<file path="src/design/mbrm_pkg.sv">
// Shared types, codes and the CRC-16/MODBUS byte step for the Modbus RTU
// read master. Used by mbrm_rx_parse and modbus_rtu_read_master_frame.
`default_nettype none

package mbrm_pkg;

  // Response buffer limit: bytes at or beyond this index are neither counted nor parsed.
  localparam int RX_MAX   = 512;
  localparam int RX_IDX_W = $clog2(RX_MAX + 1);
  // Width for comparing a frame position against the 8-bit byte count
  localparam int CMP_W    = (RX_IDX_W > 8) ? RX_IDX_W : 8;

  localparam logic [15:0] CRC_INIT = 16'hFFFF;
  localparam logic [15:0] CRC_POLY = 16'hA001;

  localparam logic ACT_REQUEST  = 1'b0;
  localparam logic ACT_RESPONSE = 1'b1;

  localparam logic [1:0] KIND_TX     = 2'd0;
  localparam logic [1:0] KIND_VALUE  = 2'd1;
  localparam logic [1:0] KIND_STATUS = 2'd2;

  localparam logic [1:0] ST_OK        = 2'd0;
  localparam logic [1:0] ST_SHORT     = 2'd1;
  localparam logic [1:0] ST_EXCEPTION = 2'd2;

  typedef struct packed {
    logic        action;
    logic [7:0]  slave_id;
    logic [7:0]  function_code;
    logic [15:0] start_address;
    logic [15:0] quantity;
    logic [7:0]  rx_byte;
    logic        rx_final;
  } in_item_t;

  typedef struct packed {
    logic [1:0]  kind;
    logic [7:0]  tx_byte;
    logic [15:0] reg_value;
    logic [1:0]  status;
    logic [7:0]  exception_code;
    logic        last;
  } out_item_t;

  // Control from the top level into the response parser
  typedef struct packed {
    logic       step;      // take one response byte
    logic       clear;     // new request: drop response state
    logic [7:0] rx_byte;
    logic       rx_final;
  } rx_ctl_t;

  // What one response byte yields
  typedef struct packed {
    logic        has_val;
    logic [15:0] val;
    logic [1:0]  status;
    logic [7:0]  exc_code;
  } rx_res_t;

  function automatic logic [15:0] crc_byte(input logic [15:0] crc_in, input logic [7:0] b);
    logic [15:0] c;
    c = crc_in ^ {8'h00, b};
    for (int k = 0; k < 8; k++) begin
      if (c[0]) begin
        c = (c >> 1) ^ CRC_POLY;
      end else begin
        c = c >> 1;
      end
    end
    return c;
  endfunction

endpackage

`default_nettype wire

</file>
<file path="src/design/mbrm_rx_parse.sv">
// Response byte parser: position tracking, exception flag, byte count and
// value pair assembly. Depends on mbrm_pkg.
`default_nettype none

module mbrm_rx_parse
  import mbrm_pkg::*;
(
  input  wire logic    clk,
  input  wire logic    rst,
  input  wire rx_ctl_t ctl,
  output rx_res_t      res
);

  logic [RX_IDX_W-1:0] rx_index, rx_index_next;
  logic                exception_seen, exception_seen_next;
  logic [7:0]          byte_count, byte_count_next;
  logic [7:0]          high_byte_hold, high_byte_hold_next;
  logic [7:0]          exception_hold, exception_hold_next;

  logic [RX_IDX_W-1:0] pos;

  always_comb begin
    rx_index_next       = rx_index;
    exception_seen_next = exception_seen;
    byte_count_next     = byte_count;
    high_byte_hold_next = high_byte_hold;
    exception_hold_next = exception_hold;
    res                 = '0;
    pos                 = rx_index - RX_IDX_W'(3);

    if (rx_index < RX_IDX_W'(RX_MAX)) begin
      if (rx_index == RX_IDX_W'(1)) begin
        exception_seen_next = ctl.rx_byte[7];
      end else if (rx_index == RX_IDX_W'(2)) begin
        byte_count_next     = ctl.rx_byte;
        exception_hold_next = ctl.rx_byte;
      end else if (rx_index >= RX_IDX_W'(3) && !exception_seen) begin
        if (!pos[0]) begin
          if (CMP_W'(pos) < CMP_W'(byte_count)) begin
            high_byte_hold_next = ctl.rx_byte;
          end
        end else if (CMP_W'(pos - RX_IDX_W'(1)) < CMP_W'(byte_count)) begin
          res.has_val = 1'b1;
          res.val     = {high_byte_hold, ctl.rx_byte};
        end
      end
      rx_index_next = rx_index + RX_IDX_W'(1);
    end

    if (rx_index_next < RX_IDX_W'(5)) begin
      res.status = ST_SHORT;
    end else if (exception_seen_next) begin
      res.status   = ST_EXCEPTION;
      res.exc_code = exception_hold_next;
    end else begin
      res.status = ST_OK;
    end
  end

  always_ff @(posedge clk) begin
    if (rst || ctl.clear || (ctl.step && ctl.rx_final)) begin
      rx_index       <= '0;
      exception_seen <= 1'b0;
      byte_count     <= '0;
      high_byte_hold <= '0;
      exception_hold <= '0;
    end else if (ctl.step) begin
      rx_index       <= rx_index_next;
      exception_seen <= exception_seen_next;
      byte_count     <= byte_count_next;
      high_byte_hold <= high_byte_hold_next;
      exception_hold <= exception_hold_next;
    end
  end

  a_index_bound: assert property (@(posedge clk) disable iff (rst)
    rx_index <= RX_IDX_W'(RX_MAX))
    else $error("response index past buffer limit");

  a_final_clears: assert property (@(posedge clk) disable iff (rst)
    ctl.step && ctl.rx_final |=> rx_index == '0 && !exception_seen)
    else $error("response state not cleared after final byte");

  a_step_advances: assert property (@(posedge clk) disable iff (rst)
    ctl.step && !ctl.rx_final && !ctl.clear && rx_index < RX_IDX_W'(RX_MAX)
      |=> rx_index == $past(rx_index) + RX_IDX_W'(1))
    else $error("response index did not advance");

endmodule

`default_nettype wire

</file>
<file path="src/design/modbus_rtu_read_master_frame.sv">
// Top level of the Modbus RTU read master: input register, result buffer
// and serializer. Depends on mbrm_pkg and mbrm_rx_parse.
//
// An input item is taken every cycle while the input register can drain.
// A request (action 0) yields the 8 request bytes from the result buffer,
// one per cycle while out_stall is low; the CRC-16/MODBUS is built a byte
// at a time as the header bytes leave. A response byte (action 1) yields
// none, one or two results (value, then status on the final byte); one
// that yields none passes even while earlier results are still being
// sent. The next item waits in the input register while the buffer still
// holds results.
`default_nettype none

module modbus_rtu_read_master_frame
  import mbrm_pkg::*;
(
  input  wire logic     clk,
  input  wire logic     rst,
  input  wire logic     in_valid,
  output logic          in_stall,
  input  wire in_item_t in_item,
  output logic          out_valid,
  input  wire logic     out_stall,
  output out_item_t     out_item
);

  // Input register
  logic     s1_valid;
  in_item_t s1_item;

  // Result buffer
  logic        buf_valid;
  logic        buf_req;
  logic [7:0]  buf_slave;
  logic [7:0]  buf_func;
  logic [15:0] buf_addr;
  logic [15:0] buf_qty;
  logic        buf_has_val;
  logic [15:0] buf_val;
  logic [1:0]  buf_status;
  logic [7:0]  buf_exc;
  logic [2:0]  buf_ptr;
  logic [2:0]  buf_last;
  logic [15:0] crc;

  rx_ctl_t rx_ctl;
  rx_res_t rx_res;

  logic       in_fire, out_fire, buf_done, buf_free, no_result, adv;
  logic [7:0] tx_cur;

  mbrm_rx_parse u_rx_parse (
    .clk (clk),
    .rst (rst),
    .ctl (rx_ctl),
    .res (rx_res)
  );

  assign out_valid = buf_valid;
  assign out_fire  = buf_valid && !out_stall;
  assign buf_done  = out_fire && (buf_ptr == buf_last);
  assign buf_free  = !buf_valid || buf_done;
  assign no_result = (s1_item.action == ACT_RESPONSE) && !rx_res.has_val && !s1_item.rx_final;
  assign adv       = s1_valid && (no_result || buf_free);
  assign in_stall  = s1_valid && !adv;
  assign in_fire   = in_valid && !in_stall;

  always_comb begin
    rx_ctl          = '0;
    rx_ctl.step     = adv && (s1_item.action == ACT_RESPONSE);
    rx_ctl.clear    = adv && (s1_item.action == ACT_REQUEST);
    rx_ctl.rx_byte  = s1_item.rx_byte;
    rx_ctl.rx_final = s1_item.rx_final;
  end

  always_ff @(posedge clk) begin
    if (rst) begin
      s1_valid <= 1'b0;
    end else if (in_fire) begin
      s1_valid <= 1'b1;
    end else if (adv) begin
      s1_valid <= 1'b0;
    end
  end

  always_ff @(posedge clk) begin
    if (in_fire) begin
      s1_item <= in_item;
    end
  end

  always_comb begin
    case (buf_ptr)
      3'd0:    tx_cur = buf_slave;
      3'd1:    tx_cur = buf_func;
      3'd2:    tx_cur = buf_addr[15:8];
      3'd3:    tx_cur = buf_addr[7:0];
      3'd4:    tx_cur = buf_qty[15:8];
      3'd5:    tx_cur = buf_qty[7:0];
      3'd6:    tx_cur = crc[7:0];
      default: tx_cur = crc[15:8];
    endcase
  end

  always_ff @(posedge clk) begin
    if (rst) begin
      buf_valid <= 1'b0;
      buf_ptr   <= '0;
    end else if (adv && !no_result) begin
      buf_valid <= 1'b1;
      buf_ptr   <= '0;
    end else if (buf_done) begin
      buf_valid <= 1'b0;
    end else if (out_fire) begin
      buf_ptr <= buf_ptr + 3'd1;
    end
  end

  always_ff @(posedge clk) begin
    if (adv && !no_result) begin
      buf_req     <= (s1_item.action == ACT_REQUEST);
      buf_slave   <= s1_item.slave_id;
      buf_func    <= s1_item.function_code;
      buf_addr    <= s1_item.start_address;
      buf_qty     <= s1_item.quantity;
      buf_has_val <= rx_res.has_val;
      buf_val     <= rx_res.val;
      buf_status  <= rx_res.status;
      buf_exc     <= rx_res.exc_code;
      crc         <= CRC_INIT;
      if (s1_item.action == ACT_REQUEST) begin
        buf_last <= 3'd7;
      end else begin
        buf_last <= (rx_res.has_val && s1_item.rx_final) ? 3'd1 : 3'd0;
      end
    end else if (out_fire && buf_req && buf_ptr < 3'd6) begin
      // fold each header byte into the CRC as it leaves
      crc <= crc_byte(crc, tx_cur);
    end
  end

  always_comb begin
    out_item      = '0;
    out_item.last = (buf_ptr == buf_last);
    if (buf_req) begin
      out_item.kind    = KIND_TX;
      out_item.tx_byte = tx_cur;
    end else if (buf_has_val && buf_ptr == 3'd0) begin
      out_item.kind      = KIND_VALUE;
      out_item.reg_value = buf_val;
    end else begin
      out_item.kind           = KIND_STATUS;
      out_item.status         = buf_status;
      out_item.exception_code = buf_exc;
    end
  end

  a_ptr_bound: assert property (@(posedge clk) disable iff (rst)
    buf_valid |-> buf_ptr <= buf_last)
    else $error("result pointer past last result");

  a_crc_start: assert property (@(posedge clk) disable iff (rst)
    buf_valid && buf_req && buf_ptr == 3'd0 |-> crc == CRC_INIT)
    else $error("CRC not seeded at request start");

  a_ptr_step: assert property (@(posedge clk) disable iff (rst)
    out_fire && !buf_done && !(adv && !no_result)
      |=> buf_valid && buf_ptr == $past(buf_ptr) + 3'd1)
    else $error("result pointer did not advance on transfer");

  a_resp_count: assert property (@(posedge clk) disable iff (rst)
    buf_valid && !buf_req |-> buf_last <= 3'd1)
    else $error("response holds more than two results");

endmodule

`default_nettype wire

</file>
<file path="config.mk">
export PLATFORM = sky130hd
export DESIGN_NAME = modbus_rtu_read_master_frame
export DESIGN_NICKNAME = d
export VERILOG_FILES = /design/src/design/mbrm_pkg.sv /design/src/design/mbrm_rx_parse.sv /design/src/design/modbus_rtu_read_master_frame.sv
export SDC_FILE = /design/constraint.sdc
export NUM_CORES = 1
export LEC_CHECK = 0
export BUFFER_PORTS_ARGS = -buffer_cell sky130_fd_sc_hd__buf_4
export CORE_UTILIZATION = 55
export DETAILED_ROUTE_END_ITERATION = 7
export PLACE_DENSITY = 0.81
export SETUP_SLACK_MARGIN = 0.5
export SYNTH_ARGS = -nofsm -noshare
export SYNTH_HDL_FRONTEND = slang
export SYNTH_SLANG_ARGS = --single-unit
</file>
<file path="constraint.sdc">
create_clock -name clk -period 7.65 [get_ports clk]
set_input_delay 1.53 -clock clk [delete_from_list [all_inputs] [get_ports clk]]
set_output_delay 1.53 -clock clk [all_outputs]
set_load 0.05 [all_outputs]
</file>
==> results of run 1 <==
==> metrics by stage <==
step           setup slack (ns)  cell area (um2)  hold WS [ns]  power, mW
2_1_floorplan              1.40             8580         0.400       1.41
3_3_place_gp               2.01             9400         0.404       1.49
3_5_place_dp               1.81             9400         0.405       1.49
4_1_cts                    1.32             9970         0.416       2.33
5_1_grt                    1.09             9970         0.419       2.40
6_report                   1.31             9970         0.418       2.32
==> per-layer routing <==
| layer | track usage [%] | vias to the layer above | part of all wire [%] |
|---|---|---|---|
| met5 | 0 | - | 0 |
| met4 | 9.10 | 0 | 2.1 |
| met3 | 5.23 | 38 | 6.0 |
| met2 | 41.1 | 225 | 51 |
| met1 | 30.1 | 2766 | 41 |
| li1 | - | 2705 | - |
==> logic make-up (layout without fill, tap and decap cells) <==
group,Yosys count,count (layout),share of synthesized area (%)
AOI/OAI and AO/OA,149,149,13.1
DFF,192,192,60.7
muxes,17,17,2.09
adders and majority gates,22,22,3.18
xor gates and xnor gates,44,44,5.09
buffers and inverters,60,157,3.25
and+or+nand+nor,200,200,12.6
==> worst max path at each step <==
| stage | from | to | slack [ns] |
|---|---|---|---|
| 2_1_floorplan | u_rx_parse.rx_index[0] | rx_ctl[0] | 1.40 |
| 3_3_place_gp | u_rx_parse.rx_index[0] | in_stall | 2.01 |
| 3_5_place_dp | u_rx_parse.rx_index[0] | buf_val[15] | 1.81 |
| 4_1_cts | u_rx_parse.rx_index[0] | in_stall | 1.32 |
| 5_1_grt | u_rx_parse.rx_index[0] | in_stall | 1.09 |
| 6_report | u_rx_parse.rx_index[0] | in_stall | 1.31 |
==> final cells by class <==
class | count | area (um2)
Fill cell | 1133 | 5230
Sequential cell | 192 | 5200
Multi-Input combinational cell | 432 | 3120
Timing Repair Buffer | 103 | 773
Clock buffer | 19 | 443
Tap cell | 188 | 235
Clock inverter | 13 | 120
Inverter | 22 | 82.6
==> power by group <==
part | internal, mW | switching (mW) | leakage (nW) | total, mW
sequential | 1.17 | 0.0335 | 1.75 | 1.20
clock | 0.438 | 0.408 | 0.278 | 0.846
combinational | 0.125 | 0.152 | 1.71 | 0.276
total | 1.73 | 0.593 | 3.74 | 2.32
==> cells in the final DEF, fill, tap and decap left out, drive strengths merged, types with 4 or more instances in the layout <==
| master | Yosys | routed |
|---|---|---|
| nor2 | 21 | 21 |
| a22oi | 4 | 4 |
| edfxtp | 136 | 136 |
| inv | 21 | 29 |
| and3 | 6 | 6 |
| a21o | 5 | 5 |
| or3 | 6 | 6 |
| o211ai | 13 | 13 |
| a22o | 17 | 17 |
| a221oi | 5 | 5 |
| nor3 | 9 | 9 |
| buf | 20 | 103 |
| a31oi | 8 | 8 |
| a21oi | 41 | 41 |
| clkinv | 1 | 5 |
| nand2 | 61 | 61 |
| nand2b | 6 | 6 |
| and2 | 54 | 54 |
| mux2i | 10 | 10 |
| xor2 | 12 | 12 |
| nor2b | 4 | 4 |
| xnor2 | 29 | 29 |
| a222oi | 6 | 6 |
| clkbuf | 18 | 19 |
| nand3 | 18 | 18 |
| dfxtp | 56 | 56 |
| mux2 | 7 | 7 |
| nor4 | 5 | 5 |
| o21ai | 17 | 17 |
| ha | 21 | 21 |
==> registers in the layout (all words and copies together), names as in the netlist, 9 cells and up <==
register / count
buf_qty: 16
rx_ctl: 9
crc: 16
s1_item: 49
buf_addr: 16
buf_val: 16
u_rx_parse.rx_index: 10
==> results.yml, run 1 <==
cts:
  holdBufCountCts: 0
  tritoncts: "done"
  cts_resized: 0
  cts_sinks: 192
  postCtsSetupBuffers: 0
  htreeDepth: 4
  cts_buffers: 17
  clk-insertion-delay-late_ns: 0.44
  clockBufferDepth: 2
  clk_pin_slew_worst_paths_ns: 0.07
  root_buffer: "clkbuf_16"
critical_path:
  worstPathCellList: "ha_1 -> nand2_1 -> xnor2_1 -> o31ai_1 -> xnor2_1 -> ha_1 -> a21o_1 -> a21oi_1 -> o21ai_0 -> a21o_1 -> a311oi_1 -> o21ai_2 -> inv_2 -> o211a_1 -> buf_4"
  slowest_delay_ns: 0.78
  cp.depth: 15
  cp_top_family: "compound AO/OA/AOI/OAI gates"
  worstPathArrival_ns: 4.81
  crit_path_start_kind: "register"
  critPathSlowestCell: "dfxtp_1"
  r2r_cells: 16
  regToRegEndpoint: "buf_val[13]"
  cp_num_buf_inv: 2
  r2r_start: "u_rx_parse.rx_index[0]"
  path_class: "register to output pin"
  cp-end-kind: "output pin"
  r2r_slack_ns: 1.73
  crit_required_ns: 6.12
  cp_max_fo: 22
global_routing:
  track_usage_pct: 24.1
  grt_max_degree: 59
  overflow: 0
  grt_pass1_wl_mm: 29.6
  antenna_found_initial: 0
  grt_pass1_vias: 5768
pwr:
  p_leak_nw: 3.74
  ir_worst_vdd_mv: 0.190
  powerDensity_nw_per_um2: 233
floorplan:
  io_pins: 101
  coreArea_um2: 15200
  die_area_um2: 16100
  start_util_pct: 56.4
  num_rows: 45
  dieHeight_um: 127
  die_w_um: 127
timing:
  fmax_mhz: 158
  slew_headroom_pct: 20.9
  period_share_pct: 82.9
  min_period_ns: 6.34
  clock_skew_ns: 0.0113
  finalHoldViolations: 0
  setup_viol: 0
  fin_tns_setup_ns: 0
  rsz0062_at_grt: "false"
  maxSlewViolCount: 0
  tightest_slew_ns: 1.19
worst_hold_path:
  min_from: "s1_item[33]"
  worstHoldPathCells: 0
  whs_endpoint: "buf_addr[8]"
  hold_class: "register to register"
yosys:
  synth_top_area_share_pct: 47.6
  yosys-top-cells-count: "edfxtp_1 (136), nand2_1 (61), dfxtp_1 (56)"
  synth-edff-count: 136
  syn_avg_cell_area_um2: 12.5
  ys_warn_count: 0
  synth_fp_nets: 767
  ys_top_cells_by_area: "edfxtp_1 (48%), dfxtp_1 (13%), and2_1 (3.9%)"
  ys.flop_type: "edfxtp_1"
  synth_cell_types: 81
  yosys.cell_count.top_type: "edfxtp_1"
  ys_seq_area_share_pct: 60.7
  netlist_area_um2: 8580
  syn_inst: 684
  synth_seq_cells: 192
  synth-async-reset-ratio_pct: 0
  yosysTopAreaCell: "edfxtp_1"
place:
  dp_hpwl_mm: 12.3
  placed_cells: 937
  place.gp.congestion: 0.859
  portBuffers: 100
drt:
  drc: 0
  drt_iter0_drc: 522
  avgViaCountPerCell: 5.92
  wirelength_mm: 18.4
  ant_nets: 0
  dr.pass1.iters: 5
  via_count: 5734
  avgRoutedWirePerCell_um: 19.0
cells_and_area:
  antenna_cells: 0
  nets: 851
  fin_util_pct: 65.6
  syn_to_final_growth_pct: 16.3
  instances_no_fill: 969
  layout-drive-gt1-share_pct: 21.3
run:
  maxCapViolations: 0
run_status:
  status: "finished clean"
Note: power is estimated with default switching activity, not from simulation.
==> run 2: changes to the inputs <==
--- a/config.mk
+++ b/config.mk
@@ -6,7 +6,7 @@
 export NUM_CORES = 1
 export LEC_CHECK = 0
 export BUFFER_PORTS_ARGS = -buffer_cell sky130_fd_sc_hd__buf_4
-export CORE_UTILIZATION = 55
+export CORE_UTILIZATION = 53
 export DETAILED_ROUTE_END_ITERATION = 7
 export PLACE_DENSITY = 0.81
 export SETUP_SLACK_MARGIN = 0.5
==> constraint.sdc (replaced) <==
create_clock -name clk -period 5.4 [get_ports clk]
set_input_delay 1.08 -clock clk [delete_from_list [all_inputs] [get_ports clk]]
set_output_delay 1.08 -clock clk [all_outputs]
set_load 0.05 [all_outputs]
==> results.yml, run 2 (same netlist as run 1, synthesis figures left out) <==
cts:
  htreeDepth: 4
  postCtsSetupBuffers: 0
  clockBufferDepth: 2
  clk-insertion-delay-late_ns: 0.43
  clk_pin_slew_worst_paths_ns: 0.07
  root_buffer: "clkbuf_16"
  tritoncts: "done"
  holdBufCountCts: 0
  cts_sinks: 192
  cts_buffers: 17
cells_and_area:
  fill_cells: 1159
  layout-drive-gt1-share_pct: 23.2
  multi_input_area_um2: 3150
  mostFrequentLayoutCell: "edfxtp_1"
  regArea_um2: 5210
  largest_reg_flops: 49
  instances_no_fill: 1006
  fin_util_pct: 64.3
  syn_to_final_growth_pct: 18.7
  nets: 860
  antenna_cells: 0
  final_cell_mix: "edfxtp_1 (136), buf_4 (110), nand2_1 (61)"
  top_register: "s1_item"
worst_hold_path:
  hold_class: "register to register"
timing:
  slew_headroom_pct: 20.9
  setup_viol: 0
  clock_skew_ns: 0.00690
  finalHoldViolations: 0
  maxSlewViolCount: 0
  worst_slack_ns: 0.679
  tightest_slew_ns: 1.19
  fmax_mhz: 212
  fin_tns_setup_ns: 0
  min_period_ns: 4.72
  rsz0062_at_grt: "false"
  period_share_pct: 87.4
pwr:
  p_sw_share_pct: 24.2
  internal-power_mw: 2.57
  p_leak_nw: 3.79
  p_sw_mw: 0.820
  powerDensity_nw_per_um2: 333
  ir_worst_vdd_mv: 0.235
  combinationalPowerShare_pct: 11.8
  clockPowerShare_pct: 38.1
  seqPwrFrac_pct: 50.1
critical_path:
  cp_top_family: "compound AO/OA/AOI/OAI gates"
  cp_max_fo: 9
  worstPathCellList: "inv_1 -> ha_4 -> nand2_1 -> xnor2_1 -> o31ai_1 -> xnor2_1 -> ha_1 -> a21o_1 -> a21oi_1 -> o21ai_0 -> a21o_1 -> a311oi_2 -> o21ai_2 -> inv_2 -> o211a_4 -> buf_6"
  worstPathArrival_ns: 3.64
  cp-end-kind: "output pin"
  cp_num_buf_inv: 3
  critPathSlowestCell: "dfxtp_4"
  crit_path_start_kind: "register"
  crit_required_ns: 4.32
  slowest_delay_ns: 0.42
  path_class: "register to output pin"
drt:
  ant_nets: 0
  wirelength_mm: 18.6
  drc: 0
  via_count: 5758
  avgViaCountPerCell: 5.72
  drt_iter0_drc: 592
  avgRoutedWirePerCell_um: 18.5
  dr.pass1.iters: 5
place:
  dp_hpwl_mm: 12.7
  placed_cells: 974
  portBuffers: 100
  place.gp.congestion: 0.897
  pre_cts_slack_ns: 0.631
floorplan:
  coreArea_um2: 15800
  start_util_pct: 54.2
  dieHeight_um: 129
  die_area_um2: 16700
  io_pins: 101
  die_w_um: 129
  num_rows: 46
global_routing:
  grt_pass1_vias: 5713
  overflow: 0
  grt_max_degree: 59
  track_usage_pct: 23.2
  gr-usage-met3_pct: 4.62
  grt_busiest_layer: "met2"
  grt_use_met2_pct: 40.4
  met1_usage_pct: 28.4
  grt_pass1_wl_mm: 28.9
  antenna_found_initial: 0
run_status:
  status: "finished clean"
run:
  maxCapViolations: 0
==> run 2: cell count changes in the layout (fill, tap and decap cells not counted), sizes merged <==
cell      change
clkbuf        -2
inv           -6
clkinvlp      +3
clkinv        +2
buf           +9
bufinv        +3
==> run 2: area by class of cell <==
| cell class | instances | area share [%] |
|---|---|---|
| Clock buffer | 17 | 4.18 |
| Tap cell | 216 | 2.65 |
| Clock inverter | 15 | 1.81 |
| Sequential cell | 192 | 51.2 |
| Inverter | 22 | 0.848 |
| Multi-Input combinational cell | 432 | 30.9 |
| Timing Repair Buffer | 112 | 8.42 |
==> run 2: power by group through the flow <==
stage	Combinational [mW]	Clock (mW)	Sequential, mW
final	0.401	1.29	1.70
after global routing	0.431	1.36	1.71
after CTS	0.399	1.31	1.70
after detailed placement	0.395	0	1.73
after global placement	0.383	0	1.73
after floorplan	0.285	0	1.71
==> run 2: through the flow <==
stage          total power, mW  instance area, um2  hold slack (ns)
2_1_floorplan             2.00                8590            0.400
3_3_place_gp              2.11                9520            0.403
3_5_place_dp              2.12                9520            0.405
4_1_cts                   3.40               10100            0.421
5_1_grt                   3.50               10200            0.425
6_report                  3.39               10200            0.422
==> run 2: path summary, 6_finish.rpt <==
check                               from           to  slack (ns)  depth (start not counted)
setup reg to reg  u_rx_parse.rx_index[0]   buf_ptr[2]        1.12                         19
hold / removal               s1_item[44]  buf_func[3]        0.42                          0
setup / recovery  u_rx_parse.rx_index[0]     in_stall        0.68                         16
hold reg to reg              s1_item[44]  buf_func[3]        0.42                          0
==> run 2: timing repair <==
action                                  CTS  global route
endpoints found under the setup margin    1             1
pin swaps                                 0             1
resized for setup                         5             7
==> run 2: routing by layer <==
metal / wire length, um / share of wire [%] / vias to the layer above
li1: - / - / 2713
met3: 1130 / 6.1 / 33
met1: 7460 / 40 / 2802
met5: 0 / 0 / -
met4: 361 / 1.9 / 0
met2: 9650 / 52 / 210
